## src/hdl/avm_pkg.sv

```systemverilog
// ----------------------------------------------------------------------------
// avm_pkg
// shared widths, types and the segment table of the averaging voltmeter
// ----------------------------------------------------------------------------
package avm_pkg;

    localparam int SAMPLES_LOG2 = 3;
    localparam int ADC_BITS     = 10;
    localparam int SAMPLE_W     = 10;
    localparam int SUM_W        = ADC_BITS + SAMPLES_LOG2;
    localparam int CNT_W        = (SAMPLES_LOG2 > 0) ? SAMPLES_LOG2 : 1;
    localparam int GROUP_SIZE   = 1 << SAMPLES_LOG2;
    localparam int FULL_SCALE   = (1 << ADC_BITS) - 1;
    localparam int SCALE_MUL    = 33;
    localparam int PROD_W       = ADC_BITS + 6;
    localparam int TENTHS_W     = 7;
    localparam int TENTHS_MAX   = 99;
    localparam int Q_DEPTH      = 2;
    localparam int Q_PTR_W      = (Q_DEPTH > 1) ? $clog2(Q_DEPTH) : 1;
    localparam int Q_CNT_W      = $clog2(Q_DEPTH + 1);

    typedef logic [ADC_BITS-1:0]  t_adc;
    typedef logic [SUM_W-1:0]     t_sum;
    typedef logic [CNT_W-1:0]     t_cnt;
    typedef logic [ADC_BITS:0]    t_rem;
    typedef logic [PROD_W-1:0]    t_prod;
    typedef logic [TENTHS_W-1:0]  t_tenths;

    typedef enum logic [1:0] {
        CMD_SAMPLE,
        CMD_UPDATE,
        CMD_REFRESH
    } t_kind;

    typedef struct packed {
        t_kind kind;
        t_adc  avg;
    } t_cmd;

    typedef struct packed {
        logic valid;
        t_cmd cmd;
    } t_q_req;

    typedef struct packed {
        logic                func;
        logic [SAMPLE_W-1:0] sample;
    } t_in;

    typedef struct packed {
        logic [7:0] voltage_bcd;
        logic       value_updated;
        logic       drive_valid;
        logic [6:0] segments;
        logic       high_digit_on;
        logic       low_digit_on;
    } t_out;

    localparam logic [6:0] SEG_TABLE [16] = '{
        7'h3F, 7'h06, 7'h5B, 7'h4F, 7'h66, 7'h6D, 7'h7D, 7'h07,
        7'h7F, 7'h6F, 7'h77, 7'h7C, 7'h39, 7'h5E, 7'h79, 7'h71
    };

endpackage

```

## src/hdl/adc_average_voltmeter_display_top.sv

```systemverilog
// ----------------------------------------------------------------------------
// adc_average_voltmeter_display_top
// path: an accepted request is written into the command queue and from there
// into the output register of the back part, which offers the result
// throughput: one request per cycle while the output is taken, set by the
// two-entry command queue and the single output register of the back part
// reset: synchronous active-low, clears sum, count, held voltage, digit
// select, queue and output valid
// ----------------------------------------------------------------------------
module adc_average_voltmeter_display_top (
    input  logic          i_clk,
    input  logic          i_rst_n,
    input  logic          i_in_valid,
    output logic          o_in_ready,
    input  avm_pkg::t_in  i_in_data,
    output logic          o_out_valid,
    input  logic          i_out_ready,
    output avm_pkg::t_out o_out_data
);

    avm_pkg::t_q_req push;
    avm_pkg::t_q_req pop;
    logic            q_full;
    logic            pop_ready;

    avm_front u_front (
        .i_clk      (i_clk),
        .i_rst_n    (i_rst_n),
        .i_in_valid (i_in_valid),
        .o_in_ready (o_in_ready),
        .i_in_data  (i_in_data),
        .i_q_full   (q_full),
        .o_push     (push)
    );

    avm_queue u_queue (
        .i_clk       (i_clk),
        .i_rst_n     (i_rst_n),
        .i_push      (push),
        .o_full      (q_full),
        .o_pop       (pop),
        .i_pop_ready (pop_ready)
    );

    avm_back u_back (
        .i_clk       (i_clk),
        .i_rst_n     (i_rst_n),
        .i_pop       (pop),
        .o_pop_ready (pop_ready),
        .o_out_valid (o_out_valid),
        .i_out_ready (i_out_ready),
        .o_out_data  (o_out_data)
    );

endmodule

```

## src/hdl/avm_front.sv

```systemverilog
// ----------------------------------------------------------------------------
// avm_front
// accepts requests, accumulates sample groups and queues classified commands
// ----------------------------------------------------------------------------
module avm_front (
    input  logic              i_clk,
    input  logic              i_rst_n,
    input  logic              i_in_valid,
    output logic              o_in_ready,
    input  avm_pkg::t_in      i_in_data,
    input  logic              i_q_full,
    output avm_pkg::t_q_req   o_push
);

    avm_pkg::t_sum r_sum, n_sum;
    avm_pkg::t_cnt r_count, n_count;
    avm_pkg::t_sum sum_next;
    logic          accept;
    logic          complete;

    assign o_in_ready = !i_q_full;
    assign accept     = i_in_valid && o_in_ready;
    assign complete   = (r_count == avm_pkg::t_cnt'(avm_pkg::GROUP_SIZE - 1));
    assign sum_next   = r_sum + avm_pkg::t_sum'(avm_pkg::t_adc'(i_in_data.sample));

    always_comb begin
        n_sum   = r_sum;
        n_count = r_count;
        o_push.valid   = accept;
        o_push.cmd.avg = avm_pkg::t_adc'(sum_next >> avm_pkg::SAMPLES_LOG2);
        if (i_in_data.func) begin
            o_push.cmd.kind = avm_pkg::CMD_REFRESH;
        end else if (complete) begin
            o_push.cmd.kind = avm_pkg::CMD_UPDATE;
        end else begin
            o_push.cmd.kind = avm_pkg::CMD_SAMPLE;
        end
        if (accept && !i_in_data.func) begin
            if (complete) begin
                n_sum   = '0;
                n_count = '0;
            end else begin
                n_sum   = sum_next;
                n_count = r_count + avm_pkg::t_cnt'(1);
            end
        end
    end

    always_ff @(posedge i_clk) begin
        if (!i_rst_n) begin
            r_sum   <= '0;
            r_count <= '0;
        end else begin
            r_sum   <= n_sum;
            r_count <= n_count;
        end
    end

endmodule

```

## src/hdl/avm_queue.sv

```systemverilog
// ----------------------------------------------------------------------------
// avm_queue
// short command queue between the front and back parts
// ----------------------------------------------------------------------------
module avm_queue (
    input  logic            i_clk,
    input  logic            i_rst_n,
    input  avm_pkg::t_q_req i_push,
    output logic            o_full,
    output avm_pkg::t_q_req o_pop,
    input  logic            i_pop_ready
);

    avm_pkg::t_cmd                r_mem [avm_pkg::Q_DEPTH];
    logic [avm_pkg::Q_PTR_W-1:0]  r_wr_ptr, r_rd_ptr;
    logic [avm_pkg::Q_CNT_W-1:0]  r_count;
    logic                         push;
    logic                         pop;

    assign o_full      = (r_count == avm_pkg::Q_CNT_W'(avm_pkg::Q_DEPTH));
    assign o_pop.valid = (r_count != '0);
    assign o_pop.cmd   = r_mem[r_rd_ptr];
    assign push        = i_push.valid && !o_full;
    assign pop         = i_pop_ready && o_pop.valid;

    function automatic logic [avm_pkg::Q_PTR_W-1:0] ptr_inc(
        input logic [avm_pkg::Q_PTR_W-1:0] ptr
    );
        if (ptr == avm_pkg::Q_PTR_W'(avm_pkg::Q_DEPTH - 1)) begin
            return '0;
        end
        return ptr + avm_pkg::Q_PTR_W'(1);
    endfunction

    always_ff @(posedge i_clk) begin
        if (push) begin
            r_mem[r_wr_ptr] <= i_push.cmd;
        end
    end

    always_ff @(posedge i_clk) begin
        if (!i_rst_n) begin
            r_wr_ptr <= '0;
            r_rd_ptr <= '0;
            r_count  <= '0;
        end else begin
            if (push) begin
                r_wr_ptr <= ptr_inc(r_wr_ptr);
            end
            if (pop) begin
                r_rd_ptr <= ptr_inc(r_rd_ptr);
            end
            if (push && !pop) begin
                r_count <= r_count + avm_pkg::Q_CNT_W'(1);
            end else if (pop && !push) begin
                r_count <= r_count - avm_pkg::Q_CNT_W'(1);
            end
        end
    end

    a_count_bound: assert property (@(posedge i_clk) disable iff (!i_rst_n)
        r_count <= avm_pkg::Q_CNT_W'(avm_pkg::Q_DEPTH))
        else $error("queue count beyond depth");

    a_no_push_full: assert property (@(posedge i_clk) disable iff (!i_rst_n)
        i_push.valid |-> !o_full)
        else $error("request queued while queue full");

endmodule

```

## src/hdl/avm_back.sv

```systemverilog
// ----------------------------------------------------------------------------
// avm_back
// executes queued commands: voltage scaling, digit multiplexing, result register
// ----------------------------------------------------------------------------
module avm_back (
    input  logic            i_clk,
    input  logic            i_rst_n,
    input  avm_pkg::t_q_req i_pop,
    output logic            o_pop_ready,
    output logic            o_out_valid,
    input  logic            i_out_ready,
    output avm_pkg::t_out   o_out_data
);

    logic [7:0]     r_held, n_held;
    logic           r_sel, n_sel;
    logic           r_out_valid;
    avm_pkg::t_out  r_out, n_out;
    logic           pop;

    function automatic logic [7:0] scale_bcd(input avm_pkg::t_adc avg);
        avm_pkg::t_prod                                x;
        logic [avm_pkg::PROD_W-avm_pkg::ADC_BITS-1:0] q0;
        avm_pkg::t_rem                                 r;
        avm_pkg::t_tenths                              q;
        avm_pkg::t_tenths                              units;
        logic [3:0]                                    tens;
        x  = avm_pkg::t_prod'(avg) * avm_pkg::t_prod'(avm_pkg::SCALE_MUL)
           + avm_pkg::t_prod'(avm_pkg::FULL_SCALE / 2);
        q0 = x[avm_pkg::PROD_W-1:avm_pkg::ADC_BITS];
        // x = q0 * full + q0 + low bits, remainder stays below twice full scale
        r  = {1'b0, x[avm_pkg::ADC_BITS-1:0]} + avm_pkg::t_rem'(q0);
        q  = avm_pkg::t_tenths'(q0)
           + avm_pkg::t_tenths'(r >= avm_pkg::t_rem'(avm_pkg::FULL_SCALE));
        if (q > avm_pkg::t_tenths'(avm_pkg::TENTHS_MAX)) begin
            q = avm_pkg::t_tenths'(avm_pkg::TENTHS_MAX);
        end
        tens = '0;
        for (int i = 1; i < 10; i++) begin
            if (q >= avm_pkg::t_tenths'(10 * i)) begin
                tens = 4'(i);
            end
        end
        units = q - avm_pkg::t_tenths'({tens, 3'b000}) - avm_pkg::t_tenths'({tens, 1'b0});
        return {tens, units[3:0]};
    endfunction

    assign o_pop_ready = !r_out_valid || i_out_ready;
    assign pop         = i_pop.valid && o_pop_ready;
    assign o_out_valid = r_out_valid;
    assign o_out_data  = r_out;

    always_comb begin
        n_held = r_held;
        n_sel  = r_sel;
        n_out  = '0;
        case (i_pop.cmd.kind)
            avm_pkg::CMD_UPDATE: begin
                n_held              = scale_bcd(i_pop.cmd.avg);
                n_out.value_updated = 1'b1;
            end
            avm_pkg::CMD_REFRESH: begin
                n_out.drive_valid = 1'b1;
                if (!r_sel) begin
                    n_out.segments      = avm_pkg::SEG_TABLE[r_held[7:4]];
                    n_out.high_digit_on = 1'b1;
                end else begin
                    n_out.segments      = avm_pkg::SEG_TABLE[r_held[3:0]];
                    n_out.low_digit_on  = 1'b1;
                end
                n_sel = !r_sel;
            end
            default: begin
            end
        endcase
        n_out.voltage_bcd = n_held;
    end

    always_ff @(posedge i_clk) begin
        if (pop) begin
            r_out <= n_out;
        end
    end

    always_ff @(posedge i_clk) begin
        if (!i_rst_n) begin
            r_held      <= '0;
            r_sel       <= 1'b0;
            r_out_valid <= 1'b0;
        end else begin
            if (pop) begin
                r_held      <= n_held;
                r_sel       <= n_sel;
                r_out_valid <= 1'b1;
            end else if (i_out_ready) begin
                r_out_valid <= 1'b0;
            end
        end
    end

    a_update_no_drive: assert property (@(posedge i_clk) disable iff (!i_rst_n)
        (o_out_valid && o_out_data.value_updated) |-> !o_out_data.drive_valid)
        else $error("update and display drive in one result");

    a_one_digit: assert property (@(posedge i_clk) disable iff (!i_rst_n)
        (o_out_valid && o_out_data.drive_valid)
            |-> (o_out_data.high_digit_on ^ o_out_data.low_digit_on))
        else $error("refresh result must enable exactly one digit");

    a_quiet_sample: assert property (@(posedge i_clk) disable iff (!i_rst_n)
        (o_out_valid && !o_out_data.drive_valid)
            |-> (o_out_data.segments == '0 && !o_out_data.high_digit_on
                 && !o_out_data.low_digit_on))
        else $error("sample result drives the display");

    a_held_shown: assert property (@(posedge i_clk) disable iff (!i_rst_n)
        o_out_valid |-> (o_out_data.voltage_bcd == r_held))
        else $error("result voltage differs from held voltage");

endmodule
```

## config.mk

```make
export PLATFORM = sky130hd
export DESIGN_NAME = adc_average_voltmeter_display_top
export DESIGN_NICKNAME = d
export VERILOG_FILES = /design/src/hdl/avm_pkg.sv /design/src/hdl/adc_average_voltmeter_display_top.sv /design/src/hdl/avm_front.sv /design/src/hdl/avm_queue.sv /design/src/hdl/avm_back.sv
export SDC_FILE = /design/constraint.sdc
export NUM_CORES = 1
export LEC_CHECK = 0
export BUFFER_PORTS_ARGS = -buffer_cell sky130_fd_sc_hd__buf_2
export CAP_MARGIN = 25
export CORE_UTILIZATION = 56
export CTS_BUF_LIST = sky130_fd_sc_hd__clkbuf_8 sky130_fd_sc_hd__clkbuf_16
export DETAILED_ROUTE_END_ITERATION = 8
export GPL_ROUTABILITY_DRIVEN = 1
export MAX_ROUTING_LAYER = met4
export PLACE_DENSITY = 0.78
export SYNTH_ARGS = -nofsm -noshare
export SYNTH_HDL_FRONTEND = slang
export SYNTH_SLANG_ARGS = --single-unit
```

## constraint.sdc

```tcl
create_clock -name i_clk -period 8.3 [get_ports i_clk]
set_input_delay 0.83 -clock i_clk [delete_from_list [all_inputs] [get_ports i_clk]]
set_output_delay 0.83 -clock i_clk [all_outputs]
set_load 0.005 [all_outputs]
```

Word-level counts from Yosys, hierarchy flattened
Memories as Yosys holds them, arrays and structs flattened. A register that Yosys moved wholly into a read port is not among the register bits.
Index checks and enable logic that the tools add are counted.
Storage, ports and cells
  register bits: 49
  bits in writable memories: 24
  bits in read-only memories: 224
  input bits: 15
  output and inout bits: 21
  logic and storage cells: 109
  memories: 3
Memory list
  (no name shown): depth 16, width 7, rd ports 1, clocked after memory_dff 0, write ports 0, line avm_back.sv:65  | n_out.segments = avm_pkg::SEG_TABLE[r_held[7:4]];
  (no name shown): depth 16, width 7, rd ports 1, clocked after memory_dff 0, write ports 0, line avm_back.sv:68  | n_out.segments = avm_pkg::SEG_TABLE[r_held[3:0]];
  u_queue.r_mem: depth 2, width 12, rd ports 1, clocked after memory_dff 1, write ports 1, line avm_queue.sv:14  | avm_pkg::t_cmd r_mem [avm_pkg::Q_DEPTH];
Operators by class
  add/sub/neg operators: 11
  $mul: 1
  order comparisons: 13
  eq/ne operators: 4
  muxes and demuxes: 44
  bitwise logic cells: 2
  reduce and logical (&&, ||, !) cells: 17
Operators with widths (count)
  $mux 7: 7
  $ge 7x6->1 const B: 3
  $ge 7x7->1 const B: 3
  $mux 1: 21
  $add 16x9->16 const B: 1
  $mul 10x6->16 const B: 1
  $mux 3: 5
  $ge 7x5->1 const B: 2
  $add 13x10->13: 1
  $mux 13: 1
  $mux 4: 3
  $add 10x6->11: 1
  $ge 11x10->1 const B: 1
  $ge 5x5->1 const B: 2
  $mux 10: 1
  $mux 2: 5
  $not 4->5: 2
  $mux 8: 1
  $sub 4x4->4: 2
  $add 6x1->7: 1
  $ge 7x4->1 const B: 1
  $gt 7x7->1 const B: 1
  $logic_and 1x1->1: 6
  $logic_not 1->1: 6
  other kinds (10): 14

Depth between registers and ports, before layout
  depth in word-level cells: 22
  depth in mapped cells: 36

Hierarchy
A second synthesis with hierarchy kept.
Unflattened totals
  cells, all modules: 535
  area total of the unflattened synthesis: 5278.8 µm²
By module, submodules not included
  avm_back: times used 1, cells each 343, area each 3005.4 µm², sequential area each 770.7 µm²
  avm_front: times used 1, cells each 130, area each 1176.1 µm², sequential area each 320.3 µm²
  avm_queue: times used 1, cells each 62, area each 1097.3 µm², sequential area each 820.8 µm²

Least setup slack after synthesis
No wires, ideal clock.
  path type: register to register
  start point: register with a tool-made name
  end point: register u_back.r_held[2]
  setup time: 70 ps
  arrival time: 7644 ps
  required time: 8230 ps
  setup slack: 586 ps
  stages on the path, launching flop included: 35
  buffers on the path: 2
  clock period less this slack: 7714 ps
  cells stage by stage: dfxtp_1 clkbuf_1 mux2i_1 ha_1 inv_1 fa_1 inv_1 fa_1 ha_1 a21o_1 a211o_1 a211oi_1 or2_2 xnor2_1 fa_1 a21oi_1 maj3_2 o21ai_1 a21oi_1 or3_1 a21oi_1 o211a_1 ha_1 ha_1 clkbuf_1 inv_1 nor4_1 a2111oi_4 o32ai_2 nor4_4 ha_1 xor2_1 a21oi_1 nand2_1 a21oi_1
RTL lines
  to (signal assigned): line avm_back.sv:92  | r_held <= n_held;
  to (decl): line avm_back.sv:15  | logic [7:0] r_held, n_held;

==> results <==
- The worst hold path begins at u_front.r_sum[2]$_SDFFE_PN0P_.
- The hold violation total from the final report was 0.
- Summed over all instances, the cell type with the most area after synthesis is edfxtp_1.
- The mean area per synthesized cell is 9.568 um2.
- After detailed routing, the wire length on met1 is 4.876 mm.
- The synthesized design contains 43 enable-type register cells.
- In the routed layout, each cell is associated on average with a via count of between 5 and 6.
- By area the synthesized netlist is led by edfxtp_1 (24%), ha_1 (13%), dfxtp_1 (12%).
- The count of nets left with antenna violations once routing finished came out at 0.
- The type of the worst setup path is register to register.
- The vertical die dimension is around 100 um.
- The met3 routed wirelength is about 360 um.
- The post-route standard cell area excluding fillers is roughly 0.006 mm2.
- TritonCTS built the clock tree.
- The setup TNS after final layout is 0 ns.
- The highest layer touched by signal routing is met4.
- At the later pin of the worst-skew pair, clock insertion delay measures around 0.34 ns.
- During synthesis, Yosys emitted a total of 0 warnings.
- The average routed wire per standard cell is ~15 um.
- The number of nets produced by synthesis is 642.
- The total instance count after detailed placement is around 700.
- After technology mapping, the gate count stands at ~560.
- The final net count is roughly 660.
- The clock edge transition at the registers on the reported setup and hold paths is roughly 0.08 ns.
- The instance area at placement is 0.005634 mm2.
- The cell area after synthesis is about 0.0054 mm2.
- The region available for standard cell placement spans approximately 0.0093 mm2.
- The number of detailed-routing iterations run before antenna repair is 5.
- The overall track demand over capacity in global routing is 0.2366.
- The flip-flop and latch area is 0.001912 mm2.
- The synthesized design contains 74 register bits.
- The clock passes through at most 2 buffers.
- The endpoint type of the worst setup path is a register.
- In this design, the stage delay of the slowest critical-path cell is approximately 0.53 ns.
- In the routed design, unresolved DRC markers number 0.
- Gates resized during post-CTS repair numbered 0.
- The number of standard cells in the layout, taps in and fillers out is slightly above 700.
- Across the run, the number of max-cap violations was 0.
- Routability-driven placement finished with a final weighted congestion of just over 0.9.
- Entering global routing, the biggest net connects 31 pins.
- Setup repair after global routing left no endpoint under its margin.
- The number of fill cells is between 700 and 800.
- The post-route worst hold slack is 0.5072 ns.
- The die is around 100 um wide.
- The wire-length estimate of the detail-placed layout is between 8 and 9 mm.
- The number of DRC violations after detailed-routing iteration 0 is 193.
- The number of sinks driven by the clock tree is 74.
- From synthesis to final layout, the design area changed by 9.135%.
- The arrival time of data at the critical path endpoint is 8.00 ns.
- The worst endpoint required time is ~8.5 ns.
- The run finished with clean final reports.
- The final worst-path cycle share is 0.9414.
- The sequential cell area fraction in the yosys report is 0.3543.
- The number of placed I/O pins is 36.
- The library cell appearing most often on the critical path is ha_1.
- In the post-synthesis netlist, the cell with the most instances is nor2_1.
- The final worst clock skew is 0.01354 ns.
- The number of global-route vias before repair is 4,164.
- The worst setup path is launched from a register.
- The clock period minus worst slack is slightly below 8 ns.
- The total detailed-routing wirelength is between 10 and 15 mm.
- The clock tree root driver cell is clkbuf_8.
- The worst-case headroom to the max-slew limit is 0.3174.
- The largest fanout of any net on the critical path is 11.
- The total number of vias is between 4k and 5k.
- The number of buffers inserted by hold repair at cts is 0.
- The floorplan has 35 rows.
- For the pin with the worst max-slew slack, the measured transition is between 1 and 1.5 ns.
- The clock tree synthesis step divided the H-tree into 3 levels.
- The main flop type after synthesis is edfxtp_1.
- The final-report max-slew violation count is 0.
- Ranked by instance count, the synthesized netlist is headed by nor2_1 (60), ha_1 (57), edfxtp_1 (43).
- The starting utilization of the core area is 0.5813.
- Setup violations remaining at the end of the flow were counted as 0.
- The area of the die is about 0.01 mm2.
- The tightest min-delay check is of the register to register type.
- Counting flops with an async set or reset pin after synthesis yields a share of 0.
- In the final layout, the multi-input gates occupy between 0.003 and 0.004 mm2.
- The first global-routing pass estimated around 19 mm of wire.
- The met2 wire length is 5.510 mm.
- For this design, the slowest cell found on the critical path is fa_1.
- The number of I/O port buffers is 35.
- The number of antenna repair diodes is 0.
- After global routing the overflow that remains totals 0.
- The number of different library cells in the post-synthesis netlist is ~80.
- For this run, the top clock speed supported by timing is approximately 130 MHz.
- The post-CTS setup-driven buffer insertion count is 0.
- The number of antenna violations at the first check in global routing is 0.
- The number of buffers created by CTS is 9.
- The ratio of cells with drive above 1 in the final layout is 0.1492.
- The share of synthesized area in the top cell type comes to 0.2393.
## state kept, by name (all words and copies together) (netlist names), named ones only
register	flops
u_back.o_out_data	19
u_back.o_out_valid	1
u_back.r_held	8
u_back.r_sel	1
u_front.r_count	3
u_front.r_sum	13
u_queue.r_count	2
u_queue.r_mem	24
u_queue.r_rd_ptr	1
u_queue.r_wr_ptr	1
## layout make-up
type                    instances  area share
flip-flops and latches         74      0.3246
well taps                     129     0.02741
clock buffers                  11     0.02953
repair buffers                 38     0.03357
inverters                      36     0.02337
clock inverters                 5    0.009560
multi-input cells             426      0.5519
## metal layers
layer / vias up / GRT usage
met3: 24 / 0.02925
met5: - / -
met1: 1993 / 0.2894
met4: 0 / 0.07581
li1: 2112 / -
met2: 98 / 0.4073
## layout by cell type, fill, tap and decap left out, types with 12 or more instances in the layout
cell type	instances
xnor2_1	19
buf_2	35
nand2_1	38
a21oi_1	41
a211oi_1	16
nor2_1	60
ha_1	57
o21ai_0	19
a21o_1	12
dfxtp_1	31
inv_1	32
edfxtp_1	43
## cells by family (layout without fill, tap and decap cells)
family                   Yosys count  after routing  synth area share
multiplexers                      15             15           0.03246
adder cells (fa/ha/maj)           65             65            0.1584
XOR/XNOR                          28             28           0.04544
AND/OR/NAND/NOR                  166            166            0.1549
buffers and inverters             64             90           0.04799
AO/OA/AOI/OAI                    152            152            0.2066
flip-flops                        74             74            0.3543
## final timing paths
kind / endpoint / slack [ns] / cells after the start
max: u_back.r_held[2]$_SDFFE_PN0P_ / 0.49 / 33
min: u_front.r_sum[2]$_SDFFE_PN0P_ / 0.51 / 2
max reg2reg: u_back.r_held[2]$_SDFFE_PN0P_ / 0.49 / 33
min reg2reg: u_front.r_sum[2]$_SDFFE_PN0P_ / 0.51 / 2
## critical path, delay by kind of cell, from the launching register on
family	cells	cell delay (ns)
adders and majority gates	9	2.72
AOI/OAI and AO/OA	13	2.45
and+or+nand+nor	5	0.76
buffers and inverters	3	0.51
muxes	1	0.44
DFF	1	0.43
xor gates and xnor gates	2	0.36
## stage by stage
stage	util	setup WS, ns
6_report	0.6344	0.4866
5_1_grt	0.6344	0.04621
4_1_cts	0.6317	0.3471
3_5_place_dp	0.6069	0.3585
3_3_place_gp	0.6069	0.6495
2_1_floorplan	-	0.5857
Power is not shown: default switching activity piles up to over one toggle a cycle in this logic, so the estimate is an artifact.
